## config.mk

```make
export PLATFORM = sky130hd
export DESIGN_NAME = value_list_mean_median
export DESIGN_NICKNAME = d
export VERILOG_FILES = /design/src/hw/rtl/vlmm_pkg.sv /design/src/hw/rtl/value_list_mean_median.sv
export SDC_FILE = /design/constraint.sdc
export NUM_CORES = 2
export LEC_CHECK = 0
export BUFFER_PORTS_ARGS = -buffer_cell sky130_fd_sc_hd__buf_4
export CAP_MARGIN = 20
export CORE_MARGIN = 2
export CORE_UTILIZATION = 45
export DETAILED_ROUTE_END_ITERATION = 8
export PLACE_DENSITY = 0.56
export SETUP_SLACK_MARGIN = 0.05
export SLEW_MARGIN = 25
export SYNTH_ARGS = -nofsm -noshare
export SYNTH_HDL_FRONTEND = slang
export SYNTH_SLANG_ARGS = --single-unit
```

## constraint.sdc

```tcl
create_clock -name i_clk -period 12.7 [get_ports i_clk]
set_input_delay 1.905 -clock i_clk [delete_from_list [all_inputs] [get_ports i_clk]]
set_output_delay 1.905 -clock i_clk [all_outputs]
set_load 0.01 [all_outputs]
```

## src/hw/rtl/vlmm_pkg.sv

```systemverilog
// Package with operation codes, status codes and sequencer states of the value list.
`timescale 1ns / 1ps

package vlmm_pkg;

    // Operation codes of an input word
    localparam logic [1:0] OP_APPEND = 2'd0;
    localparam logic [1:0] OP_REMOVE = 2'd1;
    localparam logic [1:0] OP_QUERY  = 2'd2;

    // Status codes of a result word
    localparam logic [1:0] STS_OK        = 2'd0;
    localparam logic [1:0] STS_BAD_INDEX = 2'd1;
    localparam logic [1:0] STS_FULL      = 2'd2;

    // Sequencer states
    typedef enum logic [3:0] {
        SQ_IDLE,
        SQ_INS,
        SQ_SHF,
        SQ_DEL,
        SQ_STAT,
        SQ_DIV,
        SQ_MED0,
        SQ_MED1,
        SQ_MED2,
        SQ_DONE
    } t_state;

endpackage

```

## src/hw/rtl/value_list_mean_median.sv

```systemverilog
// Value list with running sum, serial mean and sorted-shadow median.
//
//  channel | direction | handshake          | payload
//  --------+-----------+--------------------+-------------------------------------------
//  input   | in        | i_valid / o_ready  | i_opcode, i_value, i_position
//  output  | out       | o_valid / i_ready  | o_status, o_entry_total, o_mean,
//          |           |                    | o_median_doubled
//
//  One word at a time. Append walks the sorted list down from the tail to insert the value,
//  remove shifts the order memory from the position and then closes the gap in the sorted
//  memory, then every word on a non-empty list runs the restoring divider and the median reads.
//  Reset is synchronous, active low; both memories need no clearing pass.
//  The result sits in an output register, so a stalled output holds only the
//  finishing step while the next word may already be accepted.
`timescale 1ns / 1ps

module value_list_mean_median #(
    parameter int CAPACITY   = 64,
    parameter int VALUE_BITS = 24
) (
    input  logic                                  i_clk,
    input  logic                                  i_rst_n,
    input  logic                                  i_valid,
    output logic                                  o_ready,
    input  logic [1:0]                            i_opcode,
    input  logic [VALUE_BITS-1:0]                 i_value,
    input  logic [$clog2(CAPACITY)-1:0]           i_position,
    output logic                                  o_valid,
    input  logic                                  i_ready,
    output logic [1:0]                            o_status,
    output logic [$clog2(CAPACITY+1)-1:0]         o_entry_total,
    output logic [VALUE_BITS-1:0]                 o_mean,
    output logic [VALUE_BITS:0]                   o_median_doubled
);

    localparam int ADDR_BITS = $clog2(CAPACITY);
    localparam int CNT_BITS  = $clog2(CAPACITY + 1);
    localparam int SUM_BITS  = VALUE_BITS + ADDR_BITS + 1;
    localparam int STEP_BITS = $clog2(SUM_BITS + 1);

    // Order memory and sorted shadow memory
    logic [VALUE_BITS-1:0] r_vs_mem [CAPACITY];
    logic [VALUE_BITS-1:0] r_sl_mem [CAPACITY];
    logic [VALUE_BITS-1:0] r_vs_q;
    logic [VALUE_BITS-1:0] r_sl_q;

    logic [ADDR_BITS-1:0]  c_vs_raddr, c_vs_waddr, c_sl_raddr, c_sl_waddr;
    logic                  c_vs_we, c_sl_we;
    logic [VALUE_BITS-1:0] c_vs_wdata, c_sl_wdata;

    // Sequencer and list state
    vlmm_pkg::t_state      r_state, n_state;
    logic [CNT_BITS-1:0]   r_count;
    logic [SUM_BITS-1:0]   r_sum;
    logic [VALUE_BITS-1:0] r_val;
    logic [ADDR_BITS-1:0]  r_pos;
    logic [1:0]            r_status;

    // Scan pipeline
    logic [CNT_BITS-1:0]   r_idx;
    logic                  r_pend;
    logic [ADDR_BITS-1:0]  r_paddr;
    logic                  r_found;
    logic                  c_issue, c_done;
    logic [CNT_BITS-1:0]   c_next_idx;
    logic [ADDR_BITS-1:0]  c_issue_addr;

    // Divider and median
    logic [SUM_BITS-1:0]   r_quo;
    logic [CNT_BITS-1:0]   r_rem;
    logic [STEP_BITS-1:0]  r_step;
    logic                  r_neg;
    logic [VALUE_BITS-1:0] r_mhi;
    logic [VALUE_BITS:0]   r_med;

    // Output register
    logic                  r_out_valid;
    logic [1:0]            r_out_status;
    logic [CNT_BITS-1:0]   r_out_total;
    logic [VALUE_BITS-1:0] r_out_mean;
    logic [VALUE_BITS:0]   r_out_med;

    logic                  w_accept, w_load, w_full, w_bad, w_greater;
    logic [CNT_BITS-1:0]   w_idx_m1, w_pos_ext;
    logic [ADDR_BITS-1:0]  w_mid, w_mid_m1;
    logic [SUM_BITS-1:0]   w_val_ext, w_sum_mag, w_quo_signed;
    logic [CNT_BITS:0]     w_trial, w_trial_sub;
    logic                  w_ge;

    assign o_ready  = (r_state == vlmm_pkg::SQ_IDLE);
    assign w_accept = i_valid && o_ready;
    assign w_load   = (r_state == vlmm_pkg::SQ_DONE) && (!r_out_valid || i_ready);

    assign w_pos_ext = CNT_BITS'(i_position);
    assign w_full    = (r_count == CNT_BITS'(CAPACITY));
    assign w_bad     = (w_pos_ext >= r_count);
    assign w_idx_m1  = r_idx - 1'b1;
    assign w_greater = ($signed(r_sl_q) > $signed(r_val));
    assign w_mid     = ADDR_BITS'(r_count >> 1);
    assign w_mid_m1  = w_mid - 1'b1;
    assign w_val_ext = {{(SUM_BITS - VALUE_BITS){r_val[VALUE_BITS-1]}}, r_val};
    assign w_sum_mag = r_sum[SUM_BITS-1] ? (~r_sum + 1'b1) : r_sum;

    // Divider trial subtract
    assign w_trial     = {r_rem, r_quo[SUM_BITS-1]};
    assign w_ge        = (w_trial >= {1'b0, r_count});
    assign w_trial_sub = w_trial - {1'b0, r_count};

    assign w_quo_signed = r_neg ? (~r_quo + 1'b1) : r_quo;

    // Next state
    always_comb begin
        n_state = r_state;
        case (r_state)
            vlmm_pkg::SQ_IDLE: begin
                if (w_accept) begin
                    case (i_opcode)
                        vlmm_pkg::OP_APPEND: n_state = w_full ? vlmm_pkg::SQ_STAT
                                                              : vlmm_pkg::SQ_INS;
                        vlmm_pkg::OP_REMOVE: n_state = w_bad ? vlmm_pkg::SQ_STAT
                                                             : vlmm_pkg::SQ_SHF;
                        default:             n_state = vlmm_pkg::SQ_STAT;
                    endcase
                end
            end
            vlmm_pkg::SQ_INS:  if (c_done) n_state = vlmm_pkg::SQ_STAT;
            vlmm_pkg::SQ_SHF:  if (c_done) n_state = vlmm_pkg::SQ_DEL;
            vlmm_pkg::SQ_DEL:  if (c_done) n_state = vlmm_pkg::SQ_STAT;
            vlmm_pkg::SQ_STAT: begin
                n_state = (r_count == '0) ? vlmm_pkg::SQ_DONE : vlmm_pkg::SQ_DIV;
            end
            vlmm_pkg::SQ_DIV:  if (r_step == STEP_BITS'(1)) n_state = vlmm_pkg::SQ_MED0;
            vlmm_pkg::SQ_MED0: n_state = vlmm_pkg::SQ_MED1;
            vlmm_pkg::SQ_MED1: n_state = vlmm_pkg::SQ_MED2;
            vlmm_pkg::SQ_MED2: n_state = vlmm_pkg::SQ_DONE;
            vlmm_pkg::SQ_DONE: if (w_load) n_state = vlmm_pkg::SQ_IDLE;
            default:           n_state = vlmm_pkg::SQ_IDLE;
        endcase
    end

    // Memory ports and scan control
    always_comb begin
        c_issue      = 1'b0;
        c_done       = 1'b0;
        c_next_idx   = r_idx;
        c_issue_addr = r_idx[ADDR_BITS-1:0];
        c_vs_raddr   = r_idx[ADDR_BITS-1:0];
        c_sl_raddr   = r_idx[ADDR_BITS-1:0];
        c_vs_we      = 1'b0;
        c_vs_waddr   = r_paddr - 1'b1;
        c_vs_wdata   = r_vs_q;
        c_sl_we      = 1'b0;
        c_sl_waddr   = r_paddr - 1'b1;
        c_sl_wdata   = r_sl_q;
        case (r_state)
            vlmm_pkg::SQ_INS: begin
                // put the value at the tail of the order memory
                c_vs_we      = 1'b1;
                c_vs_waddr   = r_count[ADDR_BITS-1:0];
                c_vs_wdata   = r_val;
                // walk down, move larger entries up one slot, drop the value in
                c_issue      = (r_idx != '0);
                c_next_idx   = w_idx_m1;
                c_issue_addr = w_idx_m1[ADDR_BITS-1:0];
                c_sl_raddr   = w_idx_m1[ADDR_BITS-1:0];
                c_sl_waddr   = r_paddr + 1'b1;
                if (r_pend) begin
                    c_sl_we = 1'b1;
                    if (!w_greater) begin
                        c_sl_wdata = r_val;
                        c_done     = 1'b1;
                    end
                end else if (r_idx == '0) begin
                    c_sl_we    = 1'b1;
                    c_sl_waddr = '0;
                    c_sl_wdata = r_val;
                    c_done     = 1'b1;
                end
            end
            vlmm_pkg::SQ_SHF: begin
                // walk up from the position, move later entries down
                c_issue    = (r_idx < r_count);
                c_next_idx = r_idx + 1'b1;
                c_vs_we    = r_pend && (r_paddr != r_pos);
                c_done     = !r_pend && !c_issue;
            end
            vlmm_pkg::SQ_DEL: begin
                // walk up the sorted list, close the gap after the matching entry
                c_issue    = (r_idx < r_count);
                c_next_idx = r_idx + 1'b1;
                c_sl_we    = r_pend && r_found;
                c_done     = !r_pend && !c_issue;
            end
            vlmm_pkg::SQ_MED0: c_sl_raddr = w_mid;
            vlmm_pkg::SQ_MED1: c_sl_raddr = r_count[0] ? w_mid : w_mid_m1;
            default: ;
        endcase
    end

    // Order memory
    always_ff @(posedge i_clk) begin
        if (c_vs_we) r_vs_mem[c_vs_waddr] <= c_vs_wdata;
        r_vs_q <= r_vs_mem[c_vs_raddr];
    end

    // Sorted memory
    always_ff @(posedge i_clk) begin
        if (c_sl_we) r_sl_mem[c_sl_waddr] <= c_sl_wdata;
        r_sl_q <= r_sl_mem[c_sl_raddr];
    end

    // Control registers
    always_ff @(posedge i_clk) begin
        if (!i_rst_n) begin
            r_state     <= vlmm_pkg::SQ_IDLE;
            r_count     <= '0;
            r_sum       <= '0;
            r_pend      <= 1'b0;
            r_out_valid <= 1'b0;
        end else begin
            r_state <= n_state;
            r_pend  <= c_issue && !c_done;
            if (r_state == vlmm_pkg::SQ_INS && c_done) begin
                r_count <= r_count + 1'b1;
                r_sum   <= r_sum + w_val_ext;
            end
            if (r_state == vlmm_pkg::SQ_DEL && c_done) begin
                r_count <= r_count - 1'b1;
                r_sum   <= r_sum - w_val_ext;
            end
            if (w_load) begin
                r_out_valid <= 1'b1;
            end else if (i_ready) begin
                r_out_valid <= 1'b0;
            end
        end
    end

    // Payload registers
    always_ff @(posedge i_clk) begin
        if (c_issue) begin
            r_idx   <= c_next_idx;
            r_paddr <= c_issue_addr;
        end
        case (r_state)
            vlmm_pkg::SQ_IDLE: begin
                // capture the word and seed the scan
                if (w_accept) begin
                    r_val   <= i_value;
                    r_pos   <= i_position;
                    r_found <= 1'b0;
                    if (i_opcode == vlmm_pkg::OP_APPEND) begin
                        r_idx    <= r_count;
                        r_status <= w_full ? vlmm_pkg::STS_FULL : vlmm_pkg::STS_OK;
                    end else begin
                        r_idx    <= w_pos_ext;
                        r_status <= (i_opcode == vlmm_pkg::OP_REMOVE && w_bad)
                                    ? vlmm_pkg::STS_BAD_INDEX : vlmm_pkg::STS_OK;
                    end
                end
            end
            vlmm_pkg::SQ_SHF: begin
                // hold the removed value for the sum and the sorted delete
                if (r_pend && r_paddr == r_pos) r_val <= r_vs_q;
                if (c_done) r_idx <= '0;
            end
            vlmm_pkg::SQ_DEL: begin
                if (r_pend && !r_found && r_sl_q == r_val) r_found <= 1'b1;
            end
            vlmm_pkg::SQ_STAT: begin
                // load the divider, or zero the statistics of an empty list
                r_rem  <= '0;
                r_step <= STEP_BITS'(SUM_BITS);
                if (r_count == '0) begin
                    r_quo <= '0;
                    r_neg <= 1'b0;
                    r_med <= '0;
                end else begin
                    r_quo <= w_sum_mag;
                    r_neg <= r_sum[SUM_BITS-1];
                end
            end
            vlmm_pkg::SQ_DIV: begin
                // one quotient bit per cycle
                r_quo  <= {r_quo[SUM_BITS-2:0], w_ge};
                r_rem  <= w_ge ? w_trial_sub[CNT_BITS-1:0] : w_trial[CNT_BITS-1:0];
                r_step <= r_step - 1'b1;
            end
            vlmm_pkg::SQ_MED1: r_mhi <= r_sl_q;
            vlmm_pkg::SQ_MED2: begin
                if (r_count[0]) begin
                    r_med <= {r_mhi, 1'b0};
                end else begin
                    r_med <= {r_mhi[VALUE_BITS-1], r_mhi} + {r_sl_q[VALUE_BITS-1], r_sl_q};
                end
            end
            vlmm_pkg::SQ_DONE: begin
                if (w_load) begin
                    r_out_status <= r_status;
                    r_out_total  <= r_count;
                    r_out_mean   <= w_quo_signed[VALUE_BITS-1:0];
                    r_out_med    <= r_med;
                end
            end
            default: ;
        endcase
    end

    assign o_valid          = r_out_valid;
    assign o_status         = r_out_status;
    assign o_entry_total    = r_out_total;
    assign o_mean           = r_out_mean;
    assign o_median_doubled = r_out_med;

endmodule

```

Word-level counts from Yosys, hierarchy flattened
Memory sizes are Yosys's and may differ from the RTL's. A register that Yosys moved wholly into a read port is not among the register bits.
Cells that the tools add are included.
{ "totals": {"reg_bits": 241, "ram_bits": 3072, "input_bits": 36, "output_inout_bits": 60, "word_cells": 168, "memories": 2} }
{ "op_classes": {"add_sub_neg": 14, "order_cmp": 4, "n_eq_ne": 23, "muxes": 65, "n_bitwise": 2, "reduce_logical": 37} }
{ "memory_table": {"columns": ["name", "depth", "word_bits", "read_ports", "rd_clocked_by_memory_dff", "wr", "line", "source"], "rows": [
  ["r_sl_mem", 64, 24, 1, 1, 1, "value_list_mean_median.sv:43", "logic [VALUE_BITS-1:0] r_sl_mem [CAPACITY];"],
  ["r_vs_mem", 64, 24, 1, 1, 1, "value_list_mean_median.sv:42", "logic [VALUE_BITS-1:0] r_vs_mem [CAPACITY];"]
]} }
{ "ops": {"columns": ["op", "n"], "rows": [
  ["2-to-1 mux 24 bit", 8],
  ["2-to-1 mux 31 bit", 4],
  ["one-hot mux 31 bit (2 select lines)", 1],
  ["2-to-1 mux 25 bit", 2],
  ["one-hot mux 25 bit (2 select lines)", 1],
  ["2-to-1 mux 7 bit", 7],
  ["one-hot mux 24 bit (2 select lines)", 1],
  ["one-hot mux 7 bit (2 select lines)", 3],
  ["2-to-1 mux 6 bit", 6],
  ["one-hot mux 4 bit (9 select lines)", 1],
  ["adder 31 x 1 -> 31 bit, second input constant", 1],
  ["adder 31 bit", 1],
  ["NOT 31 bit", 1],
  ["subtractor 31 bit", 1],
  ["adder 24 x 24 -> 25 bit", 1],
  ["adder 24 x 1 -> 24 bit, second input constant", 1],
  ["equality test 24 bit", 1],
  ["> comparator 24 bit", 1],
  ["2-to-1 mux 4 bit", 6],
  ["NOT 24 bit", 1],
  ["one-hot mux 6 bit (3 select lines)", 1],
  ["equality test 4 x 3 -> 1 bit, second input constant", 4],
  ["adder 7 x 1 -> 7 bit, second input constant", 2],
  ["logical NOT 7 bit", 2],
  ["35 further kinds", 87]
]} }

Longest topological paths before layout
{ "depth": {"word_depth": 7, "depth_mapped": 23, "depth_no_buf": 20} }

Least setup slack after synthesis
Ideal clock, no wire load.
{ "synth_path": {"kind": "reg-to-reg", "start": "register r_val[23]", "end": "memory r_sl_mem[0][0] (data pin)", "setup_time_ns": 0.702, "arrival_time_ns": 5.173, "required_time_ns": 11.998, "setup_slack_ns": 6.824, "path_stages_with_launch": 11, "n_path_buf": 1, "synth_period_minus_slack_ns": 5.876, "cell_sequence": "edfxtp_1 -> clkinv_1 -> ha_1 -> nand4_1 -> a2111oi_0 -> or4_1 -> o21ba_2 -> nor3b_1 -> a21oi_1 -> clkbuf_1 -> o21ai_0"} }
{ "synth_between": {"elab_chain_len": 4} }
{ "synth_rtl": {"columns": ["item", "line", "source"], "rows": [
  ["start: declaration", "value_list_mean_median.sv:55", "logic [VALUE_BITS-1:0] r_val;"],
  ["start signal: assignment", "value_list_mean_median.sv:249", "r_val <= i_value;"],
  ["start signal: assignment", "value_list_mean_median.sv:264", "if (r_pend && r_paddr == r_pos) r_val <= r_vs_q;"],
  ["> comparator 24 bit", "value_list_mean_median.sv:98", "assign w_greater = ($signed(r_sl_q) > $signed(r_val));"],
  ["2-to-1 mux 24 bit", "value_list_mean_median.sv:169", "if (!w_greater) begin"],
  ["2-to-1 mux 24 bit", "value_list_mean_median.sv:167", "if (r_pend) begin"],
  ["2-to-1 mux 24 bit", "value_list_mean_median.sv:155", "case (r_state)"],
  ["named net c_sl_wdata[0]", "value_list_mean_median.sv:49", "logic [VALUE_BITS-1:0] c_vs_wdata, c_sl_wdata;"],
  ["end: declaration", "value_list_mean_median.sv:43", null]
]} }
The timed path passes the listed nets, and every way through them passes these cells.

Worst setup path in the final report
{ "layout_path": {"start": "register r_state[3]", "end": "register r_sl_q[0] (read register of r_sl_mem)"} }
{ "layout_between": {"elab_chain_len": 2, "elab_cells_between_ends": 4, "cone_classes": "eq/ne (3); mux (1)"} }
{ "layout_rtl": {"columns": ["item", "line", "source"], "rows": [
  ["start: declaration", "value_list_mean_median.sv:52", "vlmm_pkg::t_state r_state, n_state;"],
  ["start signal: assignment", "value_list_mean_median.sv:215", "r_state <= vlmm_pkg::SQ_IDLE;"],
  ["start signal: assignment", "value_list_mean_median.sv:221", "r_state <= n_state;"],
  ["equality test 4 x 3 -> 1 bit / equality test 4 x 1 -> 1 bit (equally long branches)", "value_list_mean_median.sv:155", null],
  ["one-hot mux 6 bit (3 select lines) (*)", "value_list_mean_median.sv:155", null],
  ["end: declaration", "value_list_mean_median.sv:45", "logic [VALUE_BITS-1:0] r_sl_q;"]
]} }
Mark *: on every way between the ends. The rest lies on a longest branch, timed or not.
A chain may end at the register's enable or synchronous reset.

==> metrics.txt <==
# TYPE chip_impl_metric gauge
chip_impl_metric{name="route.antenna.remaining_nets",unit=""} 0
chip_impl_metric{name="final_cell_count_no_fill",unit=""} 11300
chip_impl_metric{name="asyncSetResetFlopFracSynth",unit=""} 0
chip_impl_metric{name="critPathArrivalTime",unit="ps"} 7290
chip_impl_metric{name="final.setup.tns",unit="ps"} 0
chip_impl_metric{name="core_area",unit="sq um"} 298000
chip_impl_metric{name="place.gp.congestion",unit=""} 0.878
chip_impl_metric{name="maxSlewViolCount",unit=""} 0
chip_impl_metric{name="grt-ovfl-total",unit=""} 0
chip_impl_info{name="worst_setup_path_end_kind",value="register"} 1
chip_impl_metric{name="placed_cells",unit=""} 10600
chip_impl_metric{name="area_of_the_mapped_netlist",unit="sq um"} 135000
chip_impl_info{name="cts_tree",value="built"} 1
chip_impl_metric{name="wl",unit="mm"} 372
chip_impl_metric{name="tightest_slew",unit="ps"} 1110
chip_impl_metric{name="antenna_violations_before_repair",unit=""} 30
chip_impl_metric{name="floorplan.die.height",unit="um"} 551
chip_impl_metric{name="cts_buffer_depth",unit=""} 4
chip_impl_metric{name="postCtsSetupBuffers",unit=""} 0
chip_impl_metric{name="synth-simple-area-share",unit=""} 0.0326
chip_impl_metric{name="clock_insertion_delay_worst_skew",unit="ps"} 950
chip_impl_metric{name="postSynthNetCount",unit=""} 6800
chip_impl_info{name="synth.top_cells.by_area",value="edfxtp_1 73%, mux4_2 15%, dfxtp_1 1.5%"} 1
chip_impl_metric{name="finalCriticalPeriod",unit="ps"} 6530
chip_impl_metric{name="peakVddDrop",unit="uV"} 245
chip_impl_info{name="setup.worst_path.start_class",value="register"} 1
chip_impl_metric{name="clock.fmax",unit="MHz"} 153
chip_impl_metric{name="share_of_the_synthesized_area_in_the_top_cell_type",unit=""} 0.727
chip_impl_metric{name="yosysSeqAreaShare",unit=""} 0.741
chip_impl_info{name="path_class",value="register to register"} 1
chip_impl_info{name="worst_hold_path_type",value="register to register"} 1
chip_impl_metric{name="ys_ff_latch",unit=""} 3361
chip_impl_metric{name="synth.mux.area_fraction",unit=""} 0.160
chip_impl_metric{name="hold_violations",unit=""} 0
chip_impl_info{name="unrepaired_setup_endpoints_after_global_routing",value="false"} 1
chip_impl_metric{name="detail_route.iter0.violations",unit=""} 8013
chip_impl_metric{name="synth_adder_area_share",unit=""} 0.0112
chip_impl_metric{name="placement.io_buffers",unit=""} 95
chip_impl_metric{name="number_of_levels_in_the_clock_h_tree",unit=""} 5
chip_impl_metric{name="net_count_of_the_finished_layout",unit=""} 7158
chip_impl_info{name="timing.critical_path.max_delay_family",value="buffers and inverters"} 1
chip_impl_metric{name="cts_hold_repair.buffers",unit=""} 0
chip_impl_metric{name="floorplan.initialDensity",unit=""} 0.453
chip_impl_info{name="r2r-start",value="r_state[3]$_SDFFE_PN0P_"} 1
chip_impl_metric{name="synth-compound-area-share",unit=""} 0.0322
chip_impl_metric{name="syn_inst",unit=""} 6646
chip_impl_metric{name="drive_gt1_frac",unit=""} 0.279
chip_impl_metric{name="design.die.area",unit="sq um"} 304000
chip_impl_info{name="synth_ff_type",value="edfxtp_1"} 1
chip_impl_metric{name="maxCapViolCount",unit=""} 0
chip_impl_info{name="critical_path.most_common_cell",value="buf_4"} 1
chip_impl_metric{name="leakage",unit="nW"} 49.0
chip_impl_metric{name="ios",unit=""} 96
chip_impl_metric{name="power-per-cell-area",unit="nW/um^2"} 250
chip_impl_metric{name="detailed_place_hpwl",unit="mm"} 224
chip_impl_info{name="run_status",value="completed"} 1
chip_impl_info{name="cell_chosen_for_the_clock_root",value="clkbuf_16"} 1
chip_impl_metric{name="fin_hold_ws",unit="ps"} 391
chip_impl_metric{name="tritoncts_buffer_count",unit=""} 353
chip_impl_metric{name="first_pass_grt_wire_length",unit="mm"} 521
chip_impl_info{name="critical_path.cell_chain",value="nor2b_1 > nand2_4 > inv_1 > ha_1 > a21oi_1 > mux2_8 > buf_4 > buf_4 > mux4_2 > a211oi_1 > o32ai_1 > a221o_1"} 1
chip_impl_metric{name="route.vias.total",unit=""} 68100
chip_impl_metric{name="xor_xnor_share_of_the_synthesized_area",unit=""} 0.00877
chip_impl_metric{name="wl_per_cell",unit="um"} 33.1
chip_impl_metric{name="via_per_inst",unit=""} 6.06
chip_impl_metric{name="drt_pre_antenna_iters",unit=""} 6
chip_impl_metric{name="groute.usage.overall",unit=""} 0.244
chip_impl_metric{name="num_rows",unit=""} 200
chip_impl_metric{name="timing.clock.skew",unit="ps"} 99.3
chip_impl_metric{name="die_w",unit="um"} 551
chip_impl_metric{name="slowest_delay",unit="ps"} 810
chip_impl_metric{name="grt_max_degree",unit=""} 128
chip_impl_info{name="crit_path_top_delay_cell",value="dfxtp_1"} 1
chip_impl_metric{name="fill_cells",unit=""} 23500
chip_impl_metric{name="clock_sinks",unit=""} 3361
chip_impl_info{name="setup.worst_path.start",value="r_state[3]$_SDFFE_PN0P_"} 1
chip_impl_metric{name="synth_enable_flop_cells",unit=""} 3262
chip_impl_metric{name="worst_ep_required_time",unit="ps"} 13450
chip_impl_metric{name="cts_resized",unit=""} 0
chip_impl_metric{name="cts.reportedPaths.clkPinSlew",unit="ps"} 70
chip_impl_metric{name="yosys_warnings",unit=""} 0
chip_impl_metric{name="critPathBufInv",unit=""} 3
chip_impl_info{name="main_combinational_cell_family_by_area_after_synthesis",value="multiplexers"} 1
chip_impl_metric{name="postSynthAreaPerCell",unit="sq um"} 20.3
chip_impl_metric{name="drc_errors",unit=""} 0
chip_impl_metric{name="timing.max_slew.rel_slack",unit=""} 0.260
chip_impl_metric{name="netlist-cell-type-count",unit=""} 89
chip_impl_info{name="synth_area_leader_cell",value="edfxtp_1"} 1
chip_impl_info{name="holdCritStartpoint",value="r_med[20]$_SDFFCE_PN0P_"} 1
chip_impl_metric{name="setup_viol",unit=""} 0
chip_impl_metric{name="critical_path_peak_fanout",unit=""} 58
chip_impl_metric{name="syn_to_final_growth",unit="%"} 14.5
chip_impl_metric{name="final_min_period_over_clock_period",unit=""} 0.515
chip_impl_metric{name="first_global_vias",unit=""} 67900
==> worst register-to-register path: cells and delay by family, from the launching register on <==
kind,cells,cell delay [ps]
buf+inv,3,2000
compound gates,4,1490
mux,2,1220
flops,1,810
simple gates,2,460
fa+ha+maj,1,370
==> flip-flops by register name, summed over array words and instances (netlist names), 2 cells and up <==
name and count:
r_quo 31, r_paddr 6, r_sl_mem 1536, o_entry_total 7
r_rem 7, r_vs_mem 1536, r_sum 31, o_median_doubled 25
r_val 24, r_step 5, r_count 7, r_mhi 24
o_status 2, r_state 4, r_pos 6, r_med 25
r_idx 7, r_vs_q 24, r_status 2, o_mean 24
r_sl_q 24
==> final timing paths <==
path	end	slack (ps)	depth (start not counted)
hold / removal	o_median_doubled[20]$_DFFE_PP_	390	0
hold reg to reg	o_median_doubled[20]$_DFFE_PP_	390	0
setup / recovery	r_sl_q[0]$_DFF_P_	6170	12
setup reg to reg	r_sl_q[0]$_DFF_P_	6170	12
==> synthesized netlist by cell type (25+ instances only) <==
| cell type | n |
|---|---|
| o32ai_1 | 28 |
| a21o_1 | 43 |
| o21ai_0 | 128 |
| mux2i_1 | 72 |
| dfxtp_1 | 99 |
| nor2_1 | 258 |
| a31oi_1 | 71 |
| ha_1 | 114 |
| and3_1 | 36 |
| a211oi_1 | 90 |
| clkbuf_1 | 203 |
| nor2b_1 | 25 |
| or3_1 | 26 |
| nor3_1 | 33 |
| buf_1 | 65 |
| edfxtp_1 | 3262 |
| and2_1 | 80 |
| mux4_2 | 885 |
| xnor2_1 | 86 |
| nand2_1 | 346 |
| buf_2 | 28 |
| inv_1 | 77 |
| buf_6 | 35 |
| mux2_2 | 74 |
| a221o_1 | 26 |
| xor2_1 | 49 |
| nand3_1 | 56 |
| a21oi_1 | 102 |
==> through the flow <==
stage | power (mW) | util | worst slack, ps | instance area (sq um)
after floorplan | 23.0 | - | 6820 | 135000
after global placement | 28.3 | 0.475 | 6360 | 141000
after detailed placement | 28.6 | 0.479 | 6270 | 143000
after CTS | 38.9 | 0.518 | 6180 | 154000
after global routing | 40.0 | 0.519 | 5710 | 154000
final | 38.6 | 0.519 | 6170 | 154000
==> report_power, final <==
part           switching, mW  internal [mW]  total, mW  leakage [nW]
clock network           4.33           6.07       10.4          5.66
logic                   8.55           4.22       12.8          13.1
registers              0.570           14.9       15.4          30.3
total                   13.5           25.1       38.6          49.0
==> cell families after synthesis <==
| group | after synthesis |
|---|---|
| muxes | 1032 |
| DFF | 3361 |
| xor gates and xnor gates | 135 |
| adders and majority gates | 118 |
| and+or+nand+nor | 947 |
| buffers and inverters | 421 |
| AOI/OAI and AO/OA | 632 |
==> layout make-up <==
class / count / area, sq um / share of cell area
diodes: 12 / 30.0 / 0.000195
clock buffers: 449 / 9370 / 0.0607
clock inverters: 201 / 2290 / 0.0149
inverters: 79 / 297 / 0.00192
multi-input cells: 2864 / 34000 / 0.220
flip-flops and latches: 3361 / 100000 / 0.648
well taps: 3939 / 4930 / 0.0319
repair buffers: 345 / 3410 / 0.0221
==> layout by cell type (no fill, tap or decap), types with 91 or more instances in the layout <==
cell type | netlist | final
mux4_2 | 885 | 885
a21oi_1 | 102 | 100
o21ai_0 | 128 | 101
nor2_1 | 258 | 124
clkbuf_16 | 0 | 355
nand2_1 | 346 | 343
dfxtp_1 | 99 | 91
buf_4 | 7 | 293
ha_1 | 114 | 114
edfxtp_1 | 3262 | 3262
==> metal layers <==
| metal | up-vias | routed length [um] | share of wire | track usage |
|---|---|---|---|---|
| met1 | 36700 | 150000 | 0.40 | 0.333 |
| met2 | 2645 | 183000 | 0.49 | 0.403 |
| met3 | 532 | 25900 | 0.070 | 0.0404 |
| met4 | 0 | 12500 | 0.034 | 0.0763 |
| li1 | 28300 | - | - | - |
| met5 | - | 0 | 0 | 0 |
Power figures use the tool's default switching activity.
